$ cat src/rtl/assert_macros.svh
// ----------------------------------------------------------------------------
// assert_macros
// concurrent assertion helpers shared by the packetizer modules
// ----------------------------------------------------------------------------
`ifndef ASSERT_MACROS_SVH
`define ASSERT_MACROS_SVH

// checked at every rising edge outside reset
`define RTPP_ASSERT(name, clk, rst, prop, msg) \
   name: assert property (@(posedge clk) disable iff (rst) (prop)) else $error(msg);

// checked at every rising edge, reset included
`define RTPP_ASSERT_ALWAYS(name, clk, prop, msg) \
   name: assert property (@(posedge clk) (prop)) else $error(msg);

`endif

$ cat src/rtl/rtpp_pkg.sv
// ----------------------------------------------------------------------------
// rtpp_pkg
// constants and types of the partition packetizer
// ----------------------------------------------------------------------------
package rtpp_pkg;

   localparam int PAYLOAD_BYTES = 1400;
   localparam int HDR_BYTES     = 3;
   localparam int KEY_HDR_BYTES = 7;
   localparam int MAX_PKTS      = 64;
   localparam int TS_MULT       = 90;

   localparam int SEQ_W  = 16;
   localparam int TS_W   = 32;
   localparam int FSZ_W  = 20;
   localparam int PSZ_W  = 16;
   localparam int PID_W  = 4;
   localparam int LEN_W  = 11;
   // partition size plus the largest frame header
   localparam int SIZE_W = PSZ_W + 1;
   localparam int CNT_W  = $clog2(MAX_PKTS);

   localparam logic [SIZE_W-1:0] PAYLOAD_SZ  = SIZE_W'(PAYLOAD_BYTES);
   localparam logic [SIZE_W-1:0] HDR_SZ      = SIZE_W'(HDR_BYTES);
   localparam logic [SIZE_W-1:0] KEY_HDR_SZ  = SIZE_W'(HDR_BYTES + KEY_HDR_BYTES);
   localparam logic [CNT_W-1:0]  LAST_CNT    = CNT_W'(MAX_PKTS - 1);

   typedef enum logic {
      ST_IDLE,
      ST_EMIT
   } rtpp_state_type;

   typedef struct packed {
      logic load;   // capture the request
      logic whole;  // frame fits in one packet
      logic skip;   // tail of a fitted frame, nothing to send
      logic emit;   // load one packet into the output register
   } rtpp_cmd_type;

   typedef struct packed {
      logic frame_start;
      logic small_frame;
      logic fits;
      logic out_free;
      logic pkt_final;
   } rtpp_status_type;

endpackage

$ cat src/rtl/rtp_partition_packetizer.sv
// ----------------------------------------------------------------------------
// rtp_partition_packetizer
// cuts video frame partition descriptors into rtp packet descriptors
// ----------------------------------------------------------------------------
// each request describes one partition of a frame; part_index 0 opens a frame.
// a frame of up to 1400 bytes goes out whole as one marked packet on its first
// request, and its later requests produce no packet. otherwise the partition,
// plus the frame header on partition 0, is cut into 1400 byte packets, at most
// 64 per request; only the frame's final packet carries the marker.
// req_ready is high only while idle. a taken request is loaded into the
// request registers; a request that produces no packet leaves the block
// idle, else the sequencer goes on to load its packets in turn into the
// output register that drives rsp_valid. packets leave through one output
// register; while rsp_ready is low the packet holds and the sequencer waits,
// one packet per cycle again once the receiver takes them.
// csr_wr_en loads the sequence counter from csr_wr_data; write it only while
// idle. reset clears the sequence counter, the frame offset and the fitted
// frame flag, and empties the output register.
// ----------------------------------------------------------------------------
module rtp_partition_packetizer (
   input  logic                        clock,
   input  logic                        reset,
   input  logic                        csr_wr_en,
   input  logic [rtpp_pkg::SEQ_W-1:0]  csr_wr_data,
   input  logic                        req_valid,
   output logic                        req_ready,
   input  logic [rtpp_pkg::TS_W-1:0]   req_pts,
   input  logic [rtpp_pkg::FSZ_W-1:0]  req_frame_size,
   input  logic [rtpp_pkg::PSZ_W-1:0]  req_part_size,
   input  logic [rtpp_pkg::PID_W-1:0]  req_part_index,
   input  logic                        req_last_part,
   input  logic                        req_keyframe,
   output logic                        rsp_valid,
   input  logic                        rsp_ready,
   output logic [rtpp_pkg::SEQ_W-1:0]  rsp_seq_num,
   output logic [rtpp_pkg::TS_W-1:0]   rsp_timestamp,
   output logic                        rsp_marker,
   output logic                        rsp_part_start,
   output logic [rtpp_pkg::PID_W-1:0]  rsp_part_id,
   output logic [rtpp_pkg::FSZ_W-1:0]  rsp_byte_offset,
   output logic [rtpp_pkg::LEN_W-1:0]  rsp_length,
   output logic                        rsp_last
);

   rtpp_pkg::rtpp_cmd_type    cmd;
   rtpp_pkg::rtpp_status_type status;

   rtpp_ctrl u_ctrl (
      .clock     (clock),
      .reset     (reset),
      .req_valid (req_valid),
      .req_ready (req_ready),
      .status    (status),
      .cmd       (cmd)
   );

   rtpp_datapath u_datapath (
      .clock           (clock),
      .reset           (reset),
      .csr_wr_en       (csr_wr_en),
      .csr_wr_data     (csr_wr_data),
      .req_pts         (req_pts),
      .req_frame_size  (req_frame_size),
      .req_part_size   (req_part_size),
      .req_part_index  (req_part_index),
      .req_last_part   (req_last_part),
      .req_keyframe    (req_keyframe),
      .cmd             (cmd),
      .status          (status),
      .rsp_valid       (rsp_valid),
      .rsp_ready       (rsp_ready),
      .rsp_seq_num     (rsp_seq_num),
      .rsp_timestamp   (rsp_timestamp),
      .rsp_marker      (rsp_marker),
      .rsp_part_start  (rsp_part_start),
      .rsp_part_id     (rsp_part_id),
      .rsp_byte_offset (rsp_byte_offset),
      .rsp_length      (rsp_length),
      .rsp_last        (rsp_last)
   );

endmodule

$ cat src/rtl/rtpp_ctrl.sv
// ----------------------------------------------------------------------------
// rtpp_ctrl
// sequencer: takes a request, then issues one packet per free output slot
// ----------------------------------------------------------------------------
module rtpp_ctrl (
   input  logic                     clock,
   input  logic                     reset,
   input  logic                     req_valid,
   output logic                     req_ready,
   input  rtpp_pkg::rtpp_status_type status,
   output rtpp_pkg::rtpp_cmd_type    cmd
);

   rtpp_pkg::rtpp_state_type state_ff, state_in;

   always_ff @(posedge clock) begin
      if (reset) begin
         state_ff <= rtpp_pkg::ST_IDLE;
      end else begin
         state_ff <= state_in;
      end
   end

   always_comb begin
      state_in  = state_ff;
      req_ready = 1'b0;
      cmd       = '0;
      unique case (state_ff)
         rtpp_pkg::ST_IDLE: begin
            req_ready = 1'b1;
            if (req_valid) begin
               cmd.load  = 1'b1;
               cmd.whole = status.frame_start && status.small_frame;
               cmd.skip  = !status.frame_start && status.fits;
               if (!cmd.skip) begin
                  state_in = rtpp_pkg::ST_EMIT;
               end
            end
         end
         rtpp_pkg::ST_EMIT: begin
            if (status.out_free) begin
               cmd.emit = 1'b1;
               if (status.pkt_final) begin
                  state_in = rtpp_pkg::ST_IDLE;
               end
            end
         end
         default: begin
            state_in = rtpp_pkg::ST_IDLE;
         end
      endcase
   end

   `include "assert_macros.svh"

   `RTPP_ASSERT(a_no_emit_in_idle, clock, reset,
      (state_ff == rtpp_pkg::ST_IDLE) |-> !cmd.emit, "packet issued while idle")
   `RTPP_ASSERT(a_final_returns_idle, clock, reset,
      (cmd.emit && status.pkt_final) |=> req_ready, "not idle after the final packet")
   `RTPP_ASSERT(a_load_leaves_idle, clock, reset,
      (cmd.load && !cmd.skip) |=> !req_ready, "request taken without sending packets")

endmodule

$ cat src/rtl/rtpp_datapath.sv
// ----------------------------------------------------------------------------
// rtpp_datapath
// frame state, chunk cutter and output register of the packetizer
// ----------------------------------------------------------------------------
module rtpp_datapath (
   input  logic                              clock,
   input  logic                              reset,
   input  logic                              csr_wr_en,
   input  logic [rtpp_pkg::SEQ_W-1:0]        csr_wr_data,
   input  logic [rtpp_pkg::TS_W-1:0]         req_pts,
   input  logic [rtpp_pkg::FSZ_W-1:0]        req_frame_size,
   input  logic [rtpp_pkg::PSZ_W-1:0]        req_part_size,
   input  logic [rtpp_pkg::PID_W-1:0]        req_part_index,
   input  logic                              req_last_part,
   input  logic                              req_keyframe,
   input  rtpp_pkg::rtpp_cmd_type            cmd,
   output rtpp_pkg::rtpp_status_type         status,
   output logic                              rsp_valid,
   input  logic                              rsp_ready,
   output logic [rtpp_pkg::SEQ_W-1:0]        rsp_seq_num,
   output logic [rtpp_pkg::TS_W-1:0]         rsp_timestamp,
   output logic                              rsp_marker,
   output logic                              rsp_part_start,
   output logic [rtpp_pkg::PID_W-1:0]        rsp_part_id,
   output logic [rtpp_pkg::FSZ_W-1:0]        rsp_byte_offset,
   output logic [rtpp_pkg::LEN_W-1:0]        rsp_length,
   output logic                              rsp_last
);

   // frame state
   logic [rtpp_pkg::SEQ_W-1:0]  seq_ff;
   logic [rtpp_pkg::FSZ_W-1:0]  offset_ff;
   logic                        fits_ff;

   // current request
   logic [rtpp_pkg::TS_W-1:0]   ts_ff;
   logic [rtpp_pkg::SIZE_W-1:0] size_ff;
   logic [rtpp_pkg::PID_W-1:0]  pid_ff;
   logic                        marker_ff;
   logic                        pstart_ff;
   logic [rtpp_pkg::CNT_W-1:0]  count_ff;

   // output register
   logic                        out_valid_ff;
   logic [rtpp_pkg::SEQ_W-1:0]  out_seq_ff;
   logic [rtpp_pkg::TS_W-1:0]   out_ts_ff;
   logic                        out_marker_ff;
   logic                        out_pstart_ff;
   logic [rtpp_pkg::PID_W-1:0]  out_pid_ff;
   logic [rtpp_pkg::FSZ_W-1:0]  out_offset_ff;
   logic [rtpp_pkg::LEN_W-1:0]  out_len_ff;
   logic                        out_last_ff;

   logic                        frame_start;
   logic                        small_frame;
   logic                        pkt_final;
   logic [rtpp_pkg::SIZE_W-1:0] chunk_len;
   logic [rtpp_pkg::SIZE_W-1:0] part_total;

   assign frame_start = (req_part_index == '0);
   assign small_frame = (req_frame_size <= rtpp_pkg::FSZ_W'(rtpp_pkg::PAYLOAD_BYTES));
   assign part_total  = rtpp_pkg::SIZE_W'(req_part_size)
                      + (frame_start ? (req_keyframe ? rtpp_pkg::KEY_HDR_SZ
                                                     : rtpp_pkg::HDR_SZ) : '0);

   // last chunk of the partition, or the packet budget is used up
   assign pkt_final = (size_ff <= rtpp_pkg::PAYLOAD_SZ) || (count_ff == rtpp_pkg::LAST_CNT);
   assign chunk_len = (size_ff <= rtpp_pkg::PAYLOAD_SZ) ? size_ff : rtpp_pkg::PAYLOAD_SZ;

   assign status.frame_start = frame_start;
   assign status.small_frame = small_frame;
   assign status.fits        = fits_ff;
   assign status.out_free    = !out_valid_ff || rsp_ready;
   assign status.pkt_final   = pkt_final;

   always_ff @(posedge clock) begin
      if (reset) begin
         seq_ff       <= '0;
         offset_ff    <= '0;
         fits_ff      <= 1'b0;
         out_valid_ff <= 1'b0;
      end else begin
         if (csr_wr_en) begin
            seq_ff <= csr_wr_data;
         end else if (cmd.emit) begin
            seq_ff <= seq_ff + 1'b1;
         end

         if (cmd.load) begin
            if (cmd.skip) begin
               if (req_last_part) begin
                  fits_ff <= 1'b0;
               end
            end else if (cmd.whole) begin
               fits_ff   <= !req_last_part;
               offset_ff <= '0;
            end else if (frame_start) begin
               fits_ff   <= 1'b0;
               offset_ff <= '0;
            end
         end else if (cmd.emit) begin
            offset_ff <= offset_ff + rtpp_pkg::FSZ_W'(chunk_len);
         end

         if (cmd.emit) begin
            out_valid_ff <= 1'b1;
         end else if (rsp_ready) begin
            out_valid_ff <= 1'b0;
         end
      end
   end

   // request and output payload registers
   always_ff @(posedge clock) begin
      if (cmd.load) begin
         ts_ff     <= rtpp_pkg::TS_W'(req_pts * rtpp_pkg::TS_W'(rtpp_pkg::TS_MULT));
         pstart_ff <= 1'b1;
         count_ff  <= '0;
         if (cmd.whole) begin
            size_ff   <= rtpp_pkg::SIZE_W'(req_frame_size);
            pid_ff    <= '0;
            marker_ff <= 1'b1;
         end else begin
            size_ff   <= part_total;
            pid_ff    <= req_part_index;
            marker_ff <= req_last_part;
         end
      end else if (cmd.emit) begin
         size_ff   <= size_ff - rtpp_pkg::PAYLOAD_SZ;
         pstart_ff <= 1'b0;
         count_ff  <= count_ff + 1'b1;
      end

      if (cmd.emit) begin
         out_seq_ff    <= seq_ff;
         out_ts_ff     <= ts_ff;
         out_marker_ff <= marker_ff && pkt_final;
         out_pstart_ff <= pstart_ff;
         out_pid_ff    <= pid_ff;
         out_offset_ff <= offset_ff;
         out_len_ff    <= rtpp_pkg::LEN_W'(chunk_len);
         out_last_ff   <= pkt_final;
      end
   end

   assign rsp_valid       = out_valid_ff;
   assign rsp_seq_num     = out_seq_ff;
   assign rsp_timestamp   = out_ts_ff;
   assign rsp_marker      = out_marker_ff;
   assign rsp_part_start  = out_pstart_ff;
   assign rsp_part_id     = out_pid_ff;
   assign rsp_byte_offset = out_offset_ff;
   assign rsp_length      = out_len_ff;
   assign rsp_last        = out_last_ff;

   `include "assert_macros.svh"

   `RTPP_ASSERT(a_emit_into_free_slot, clock, reset,
      cmd.emit |-> (!out_valid_ff || rsp_ready), "pending packet overwritten")
   `RTPP_ASSERT(a_seq_advances, clock, reset,
      (cmd.emit && !csr_wr_en) |=> (seq_ff == $past(seq_ff) + 1'b1),
      "sequence number did not advance")
   `RTPP_ASSERT(a_last_on_final, clock, reset,
      (cmd.emit && pkt_final) |=> (out_valid_ff && out_last_ff),
      "final packet not flagged last")
   `RTPP_ASSERT_ALWAYS(a_reset_empty, clock, reset |=> !out_valid_ff, "output valid after reset")

endmodule
$ cat config.mk
export PLATFORM = sky130hd
export DESIGN_NAME = rtp_partition_packetizer
export DESIGN_NICKNAME = d
export VERILOG_FILES = /design/src/rtl/rtpp_pkg.sv /design/src/rtl/rtp_partition_packetizer.sv /design/src/rtl/rtpp_ctrl.sv /design/src/rtl/rtpp_datapath.sv
export VERILOG_INCLUDE_DIRS = /design/src /design/src/rtl
export SDC_FILE = /design/constraint.sdc
export NUM_CORES = 1
export LEC_CHECK = 0
export ABC_AREA = 1
export CELL_PAD_IN_SITES_DETAIL_PLACEMENT = 1
export CELL_PAD_IN_SITES_GLOBAL_PLACEMENT = 1
export CORE_MARGIN = 5
export CORE_UTILIZATION = 53
export CTS_BUF_LIST = sky130_fd_sc_hd__clkbuf_16
export DETAILED_ROUTE_END_ITERATION = 8
export DONT_BUFFER_PORTS = 1
export PLACE_DENSITY_LB_ADDON = 0.1
export REMOVE_ABC_BUFFERS = 1
export SLEW_MARGIN = 5
export SYNTH_ARGS = -nofsm -noshare
export SYNTH_HDL_FRONTEND = slang
export SYNTH_SLANG_ARGS = --single-unit
$ cat constraint.sdc
create_clock -name clock -period 7.82 [get_ports clock]
set_input_delay 1.564 -clock clock [delete_from_list [all_inputs] [get_ports clock]]
set_output_delay 1.564 -clock clock [all_outputs]
set_load 0.05 [all_outputs]
; ---- Word-level counts from Yosys, hierarchy flattened
; Cells that the tools add are included.
[classes]
addsub = 5
reduce_logical = 15
eq_ne = 4
n_mux = 29
mul = 1
bitwise_logic = 1
order_cmp = 2
[op_table]
columns = op, count
row1 = two-way mux 20 bit, 5
row2 = two-way mux 17 bit, 5
row3 = "multiplier 32 x 6 -> 31 bit, second input constant", 1
row4 = two-way mux 16 bit, 2
row5 = adder 20 x 17 -> 20 bit, 1
row6 = "less-or-equal comparator 20 x 11 -> 1 bit, second input constant", 1
row7 = adder 16 x 17 -> 17 bit, 1
row8 = "less-or-equal comparator 17 x 11 -> 1 bit, second input constant", 1
row9 = "subtractor 17 x 11 -> 17 bit, second input constant", 1
row10 = "adder 16 x 1 -> 16 bit, second input constant", 1
row11 = two-way mux 1 bit, 13
row12 = "adder 6 x 1 -> 6 bit, second input constant", 1
row13 = "== test 6 bit, second input constant", 1
row14 = two-way mux 3 bit, 2
row15 = AND reduction 3 bit, 2
row16 = nonzero test 2 bit, 3
row17 = logical NOT 4 bit, 1
row18 = two-way mux 4 bit, 1
row19 = "inequality test 2 bit, second input constant", 2
row20 = logical AND 1 bit, 3
row21 = logical NOT 1 bit, 3
row22 = "inequality test 3 x 2 -> 1 bit, second input constant", 1
row23 = nonzero test 3 bit, 1
row24 = logical OR 1 bit, 2
row25 = other kinds (2), 2
[totals]
in_bits = 95
out_inout_bits = 88
regBits = 184
word_cells = 76

; ---- Longest topological paths before layout
; Gate-level depths: netlist of the first run.
[depth]
word_depth = 8
depth_mapped = 20
ltp_nobuf = 20

; ---- By module
; Synthesis of the first run repeated with hierarchy kept, for this count alone.
[hier_totals]
cells_unflattened = 1434
area_unflattened_um2 = 12226.7
[modules_own_cells]
columns = module, cells_each, seq_area_each_um2, n_inst, area_per_inst_um2
row1 = rtpp_datapath, 1418, 5044.8, 1, 12135.4
row2 = rtpp_ctrl, 16, 20.0, 1, 91.3

; ---- Worst setup path after synthesis of the first run
; No wires, ideal clock.
[synth_path]
path_kind = input to register
from = input req_pts[1] (netlist bit)
to = register u_datapath.ts_ff[24] (netlist bit) (data pin)
required_ns = 7.568
setup_time_ns = 0.252
arrival_time_ns = 4.065
path_slack_ns = 3.503
path_stages = 16
n_path_buf = 0
path_cell_list = ha_1 inv_1 fa_1 inv_1 fa_1 ha_1 a21oi_1 nand2_1 nand3_1 nand2_1 nand2_1 nand2_1 nand3_1 nand2_1 nand2_1 nand2_1
[synth_between]
elab_chain_len = 1
[synth_lines]
columns = item, line
row1 = start: declaration, rtp_partition_packetizer.sv:27  ; input logic [rtpp_pkg::TS_W-1:0] req_pts,
row2 = multiplier 32 x 6 -> 31 bit, rtpp_datapath.sv:116  ; ts_ff <= rtpp_pkg::TS_W'(req_pts * rtpp_pkg::TS_W'(rtpp_pkg::TS_MULT));
row3 = end signal: assignment, rtpp_datapath.sv:116
row4 = end: declaration, rtpp_datapath.sv:36  ; logic [rtpp_pkg::TS_W-1:0] ts_ff;
; Every way passes these cells.
; A chain may end at the register's enable or synchronous reset.

; ---- Worst setup path after layout of the first run
[layout_path]
from = input req_pts[2] (netlist bit)
to = register u_datapath.ts_ff[29] (netlist bit) (data pin)
; The elaborated chain is that of the path after synthesis.

==> results.json, run 1 <==
{
  "synth.area.top_cells": "edfxtp_1 35%, nand2_1 11%, fa_1 8.9%, ha_1 8.6%, dfxtp_1 7.7%",
  "dpl.hpwl_microns": 25100,
  "fmax_mhz": 233,
  "hold_path_startpoint": "u_datapath.ts_ff[22]$_DFFE_PP_",
  "antenna_found_initial": 0,
  "grt_usage_pct": 24.6,
  "drv_slew": 0,
  "cts_buffers": 17,
  "critPathArrivalTime_ns": 4.48,
  "period_minus_slack_ns": 4.29,
  "cpMostUsedCell": "nand2_1",
  "cts_setup_buffers": 0,
  "synthCells": 1373,
  "maxCapViolCount": 0,
  "r2r_slack_ns": 4.43,
  "wl_met3_microns": 794,
  "peakVddDrop_v": 0.000130,
  "cp_cell_sequence": "ha_1 > ha_1 > inv_1 > fa_1 > inv_1 > ha_1 > inv_1 > fa_1 > inv_1 > nand3_1 > nand2_1 > nand2_1 > o211ai_1 > nand2_1 > nand2_1 > nand2_1 > nand3_1 > nand2_1",
  "area_growth_pct": 7.54,
  "clkSlewWorstSetupHoldPaths_ns": 0.07,
  "hold_class": "reg -> reg",
  "hold_viol": 0,
  "cts_hold_buf": 0,
  "start_kind": "input pin",
  "holdWs_ns": 0.422,
  "vias": 9041,
  "drc_errors": 0,
  "total_power_w": 0.00354,
  "cts_htree_levels": 4,
  "drtPass1Iterations": 4,
  "wl_met1_microns": 12500,
  "drive_above_1_share_pct": 4.59,
  "status": "completed",
  "p_leak_nw": 5.89,
  "cp_max_fo": 3,
  "wl_per_cell_microns": 18.5,
  "routed_wl_microns": 31000,
  "std_cell_rows": 55,
  "end_kind": "flop",
  "tightest_slew_ns": 1.12,
  "worstHoldEndpoint": "u_datapath.rsp_timestamp[22]$_DFFE_PP_",
  "grt_pass1_wl_microns": 50900,
  "port_buffers": 0,
  "worst-setup-path-type": "in -> reg",
  "synthesis.area_sq_um": 11900,
  "yosys_warnings": 0,
  "critPathMaxStageDelay_ns": 0.47,
  "slew_headroom_pct": 25.1,
  "finalSetupTns_ns": 0,
  "wl_met2_microns": 17200,
  "dieArea_sq_um": 25600,
  "cts_resized": 0,
  "hold_depth": 0,
  "die_y_microns": 160,
  "grt_max_degree": 87,
  "yosysSeqAreaShare_pct": 42.4,
  "synth_area_leader_cell": "edfxtp_1",
  "slowest_stage": "fa_1",
  "ys_seq_elements": 184,
  "routed_via_density": 5.38,
  "setup_viol": 0,
  "cp_data_required_time_ns": 8.00,
  "fin_skew_ns": 0.0176,
  "grt_pass1_vias": 10100,
  "finalWeightedCongestion": 0.839,
  "nNetsFinal": 1612,
  "cts_tree": "built",
  "synth_cell_type_count": 44,
  "clock_latency_ns": 0.44,
  "highest_layer": "met4",
  "die_x_microns": 160,
  "synth_top_area_share_pct": 34.7,
  "rsz0062_at_grt": "no",
  "rr_endpoint": "u_datapath.offset_ff[8]$_SDFFE_PP0P_",
  "r2r.worst_path.cells": 17,
  "initial_utilization_pct": 53.3,
  "root_buffer": "clkbuf_16",
  "clock-sinks": 184,
  "antenna_cells": 0,
  "syn_area_per_cell_sq_um": 8.70,
  "clockBufferDepth": 2,
  "r2r-start": "u_datapath.size_ff[4]$_DFFE_PP_",
  "fin_crit_sh_pct": 54.9,
  "drt_iter0_drc": 443,
  "antenna_left": 0,
  "overflow": 0,
  "core_area_sq_um": 22400,
  "ioPinCount": 183,
  "power_density_nw_per_um2": 275
}
[report_power, final]
| group | switching (W) | internal, W | leakage [nW] |
|---|---|---|---|
| registers | 0.000225 | 0.00128 | 1.68 |
| clock network | 0.000430 | 0.000434 | 0.295 |
| logic | 0.000768 | 0.000399 | 3.92 |
| total | 0.00142 | 0.00211 | 5.89 |
[registers in the layout, indices dropped and copies added, names as in the netlist, 4 cells and up]
register,cells
u_datapath.size_ff,17
u_datapath.ts_ff,31
u_datapath.count_ff,6
u_datapath.rsp_length,11
u_datapath.rsp_seq_num,16
u_datapath.offset_ff,20
u_datapath.pid_ff,4
u_datapath.rsp_timestamp,31
u_datapath.rsp_byte_offset,20
u_datapath.rsp_part_id,4
u_datapath.seq_ff,16
[cells in the final DEF (no fill, tap or decap), types with 8 or more instances in the layout]
cell and n:
nor3_1 17, nor2_1 88, nand2_1 341, dfxtp_1 46
xor2_1 34, a21oi_1 77, ha_1 82, fa_1 53
nand3_1 109, inv_1 236, o21ai_0 38, xnor2_1 16
nand4_1 8, clkbuf_16 17, edfxtp_1 138
[how the worst max path moves through the flow]
stage / from / end / slack (ns) / cells after the start
global route: req_pts[2] / u_datapath.ts_ff[31]$_DFFE_PP_ / 3.30 / 18
finish: req_pts[2] / u_datapath.ts_ff[29]$_DFFE_PP_ / 3.53 / 18
detailed placement: req_pts[2] / u_datapath.ts_ff[31]$_DFFE_PP_ / 3.05 / 18
floorplan: req_pts[1] / u_datapath.ts_ff[24]$_DFFE_PP_ / 3.50 / 16
CTS: req_pts[2] / u_datapath.ts_ff[29]$_DFFE_PP_ / 3.52 / 18
global placement: req_pts[2] / u_datapath.ts_ff[29]$_DFFE_PP_ / 3.22 / 18
[stage by stage]
step	util, %	setup WS, ns	cell area, sq um	instances
finish	57.3	3.53	12800	1680
global placement	54.6	3.22	12300	1648
CTS	57.3	3.52	12800	1680
detailed placement	54.6	3.05	12300	1648
global route	57.3	3.30	12800	1680
floorplan	-	3.50	11900	1361
[Yosys cell counts (all sizes together)]
cell	number
nand3	111
or2	5
and2	5
dfxtp	46
buf	6
and3	1
a21oi	77
nor2	96
o21ai	43
a22o	1
nand4	8
inv	241
a21o	3
xnor2	16
clkinv	2
nor4	3
edfxtp	138
xor2	34
fa	53
o211ai	2
clkbuf	12
ha	82
nor3b	1
a211oi	2
a31oi	7
nor3	19
nand3b	7
o21bai	2
conb	1
nand2	347
o21a	2
[routing by layer]
| metal | vias to the layer above | track usage [%] |
|---|---|---|
| li1 | 4440 | - |
| met2 | 142 | 47.3 |
| met5 | - | 0 |
| met1 | 4421 | 28.4 |
| met4 | 0 | 6.65 |
| met3 | 38 | 3.54 |
[kinds of logic after synthesis]
group / Yosys count / synth area share [%]
adder cells (fa/ha/maj): 135 / 17.5
flip-flops: 184 / 42.4
buffers and inverters: 261 / 8.41
other: 1 / 0.0314
AO/OA/AOI/OAI: 139 / 6.28
AND/OR/NAND/NOR: 603 / 21.8
XOR/XNOR: 50 / 3.66
[area by class of cell]
class / count / area (sq um)
inverter: 243 / 915
fill: 2670 / 9580
timing repair buffer: 2 / 15.0
clock buffer: 17 / 425
clock inverter: 15 / 171
multi-input combinational: 934 / 5900
sequential: 184 / 5060
tap: 285 / 357
[critical path: cells and delay by family]
family,cells,cell delay [ns]
AOI/OAI and AO/OA,1,0.16
adders and majority gates,5,1.70
buffers and inverters,4,0.29
and+or+nand+nor,8,0.74
No activity file was read; power rests on OpenSTA's default activity.
==> run 2: changes to the inputs <==
--- a/config.mk
+++ b/config.mk
@@ -10,7 +10,7 @@
 export CELL_PAD_IN_SITES_DETAIL_PLACEMENT = 1
 export CELL_PAD_IN_SITES_GLOBAL_PLACEMENT = 1
 export CORE_MARGIN = 5
-export CORE_UTILIZATION = 53
+export CORE_UTILIZATION = 49
 export CTS_BUF_LIST = sky130_fd_sc_hd__clkbuf_16
 export DETAILED_ROUTE_END_ITERATION = 8
 export DONT_BUFFER_PORTS = 1
==> constraint.sdc (replaced) <==
create_clock -name clock -period 4.45 [get_ports clock]
set_input_delay 0.89 -clock clock [delete_from_list [all_inputs] [get_ports clock]]
set_output_delay 0.89 -clock clock [all_outputs]
set_load 0.05 [all_outputs]
==> results.json, run 2 (synthesis gave the netlist of run 1 again) <==
{
  "status": "completed",
  "drive_above_1_share_pct": 4.72,
  "drt_iter0_drc": 390,
  "wl_per_cell_microns": 17.3,
  "period_minus_slack_ns": 3.57,
  "grt_usage_pct": 21.9,
  "final_cell_mix": "341 x nand2_1, 236 x inv_1, 138 x edfxtp_1, 109 x nand3_1, 88 x nor2_1",
  "cts_htree_levels": 4,
  "fin_skew_ns": 0.0155,
  "swShare_pct": 39.7,
  "design_area_sq_um": 12900,
  "hold_viol": 0,
  "antenna_cells": 0,
  "drv_slew": 0,
  "power_density_nw_per_um2": 476,
  "fmax_mhz": 280,
  "grt_pass1_wl_microns": 49100,
  "grt_max_degree": 65,
  "area_growth_pct": 8.22,
  "cp_data_required_time_ns": 4.66,
  "vias": 8952,
  "die_y_microns": 166,
  "power.switching_w": 0.00244,
  "overflow": 0,
  "root_buffer": "clkbuf_16",
  "rsz0062_at_grt": "no",
  "p_int_w": 0.00371,
  "nNetsFinal": 1615,
  "seqPwrFrac_pct": 43.0,
  "cts_hold_buf": 0,
  "cts_resized": 0,
  "hold_class": "reg -> reg",
  "routed_via_density": 5.20,
  "grtUsageMet1_pct": 25.9,
  "clock_latency_ns": 0.45,
  "antenna_found_initial": 0,
  "gr-usage-met2_pct": 40.8,
  "setup_viol": 0,
  "cp_max_fo": 5,
  "drtPass1Iterations": 4,
  "critPathArrivalTime_ns": 3.78,
  "regArea_sq_um": 5060,
  "total_power_w": 0.00615,
  "fillers": 2857,
  "dpl.hpwl_microns": 24100,
  "p_leak_nw": 5.91,
  "worst-setup-path-type": "in -> reg",
  "dpl_cell_area_sq_um": 12300,
  "end_kind": "flop",
  "cts_setup_buffers": 0,
  "die_x_microns": 166,
  "grt_pass1_vias": 9673,
  "finalSetupTns_ns": 0,
  "multi_input_area_sq_um": 5900,
  "tightest_slew_ns": 0.874,
  "drc_errors": 0,
  "grt_util_met3_pct": 3.59,
  "peakVddDrop_v": 0.000241,
  "cts_tree": "built",
  "core_area_sq_um": 24200,
  "dieArea_sq_um": 27600,
  "slew_headroom_pct": 41.5,
  "ioPinCount": 183,
  "finalWeightedCongestion": 0.845,
  "routed_wl_microns": 29700,
  "start_kind": "input pin",
  "initial_utilization_pct": 49.4,
  "clkSlewWorstSetupHoldPaths_ns": 0.08,
  "fin_crit_sh_pct": 80.2,
  "maxCapViolCount": 0,
  "cts_buffers": 17,
  "port_buffers": 0,
  "p_clk_share_pct": 24.8,
  "p_comb_share_pct": 32.2,
  "std_cell_rows": 57,
  "clock-sinks": 184,
  "layout.cells.most_common": "nand2_1",
  "clockBufferDepth": 2,
  "antenna_left": 0,
  "grt_busiest_layer": "met2"
}
run 2: layer usage:
| layer | wire [microns] | vias up |
|---|---|---|
| li1 | - | 4456 |
| met1 | 12300 | 4328 |
| met2 | 16000 | 132 |
| met3 | 853 | 36 |
| met4 | 664 | 0 |
| met5 | 0 | - |
run 2: power by group through the flow:
stage | logic, W | registers [W] | clock network, W
2_1_floorplan | 0.00150 | 0.00262 | 0
3_3_place_gp | 0.00191 | 0.00267 | 0
3_5_place_dp | 0.00200 | 0.00269 | 0
4_1_cts | 0.00201 | 0.00265 | 0.00157
5_1_grt | 0.00230 | 0.00267 | 0.00165
6_report | 0.00198 | 0.00265 | 0.00153
run 2: path summary, 6_finish.rpt:
path	start	endpoint	slack, ns	cells after the start
max	req_pts[20]	u_datapath.ts_ff[31]$_DFFE_PP_	0.88	13
min	u_datapath.ts_ff[22]$_DFFE_PP_	u_datapath.rsp_timestamp[22]$_DFFE_PP_	0.42	0
max reg2reg	u_datapath.size_ff[3]$_DFFE_PP_	u_datapath.offset_ff[8]$_SDFFE_PP0P_	1.20	17
min reg2reg	u_datapath.ts_ff[22]$_DFFE_PP_	u_datapath.rsp_timestamp[22]$_DFFE_PP_	0.42	0
run 2: critical path, stage by stage:
cell	delay, ns
ha_1	0.25
inv_1	0.07
fa_1	0.53
inv_1	0.07
fa_1	0.50
ha_1	0.40
nand2_1	0.13
nor2_1	0.12
inv_1	0.08
nor4_1	0.35
nand3_1	0.21
nand3_1	0.13
nand2_1	0.05
run 2: area by class of cell:
class                           count  area share [%]
Clock buffer                       17            3.29
Clock inverter                     15            1.40
Inverter                          243            7.07
Multi-Input combinational cell    934            45.6
Sequential cell                   184            39.2
Tap cell                          324            3.13
Timing Repair Buffer                5           0.290
run 2: metrics by stage:
stage / util (%) / worst slack, ns / cells / hold WS (ns)
floorplan: - / 0.807 / 1361 / 0.400
global placement: 51.0 / 0.463 / 1690 / 0.402
detailed placement: 51.0 / 0.389 / 1690 / 0.406
CTS: 53.5 / 0.859 / 1722 / 0.422
global route: 53.5 / 0.649 / 1722 / 0.430
finish: 53.5 / 0.881 / 1722 / 0.420
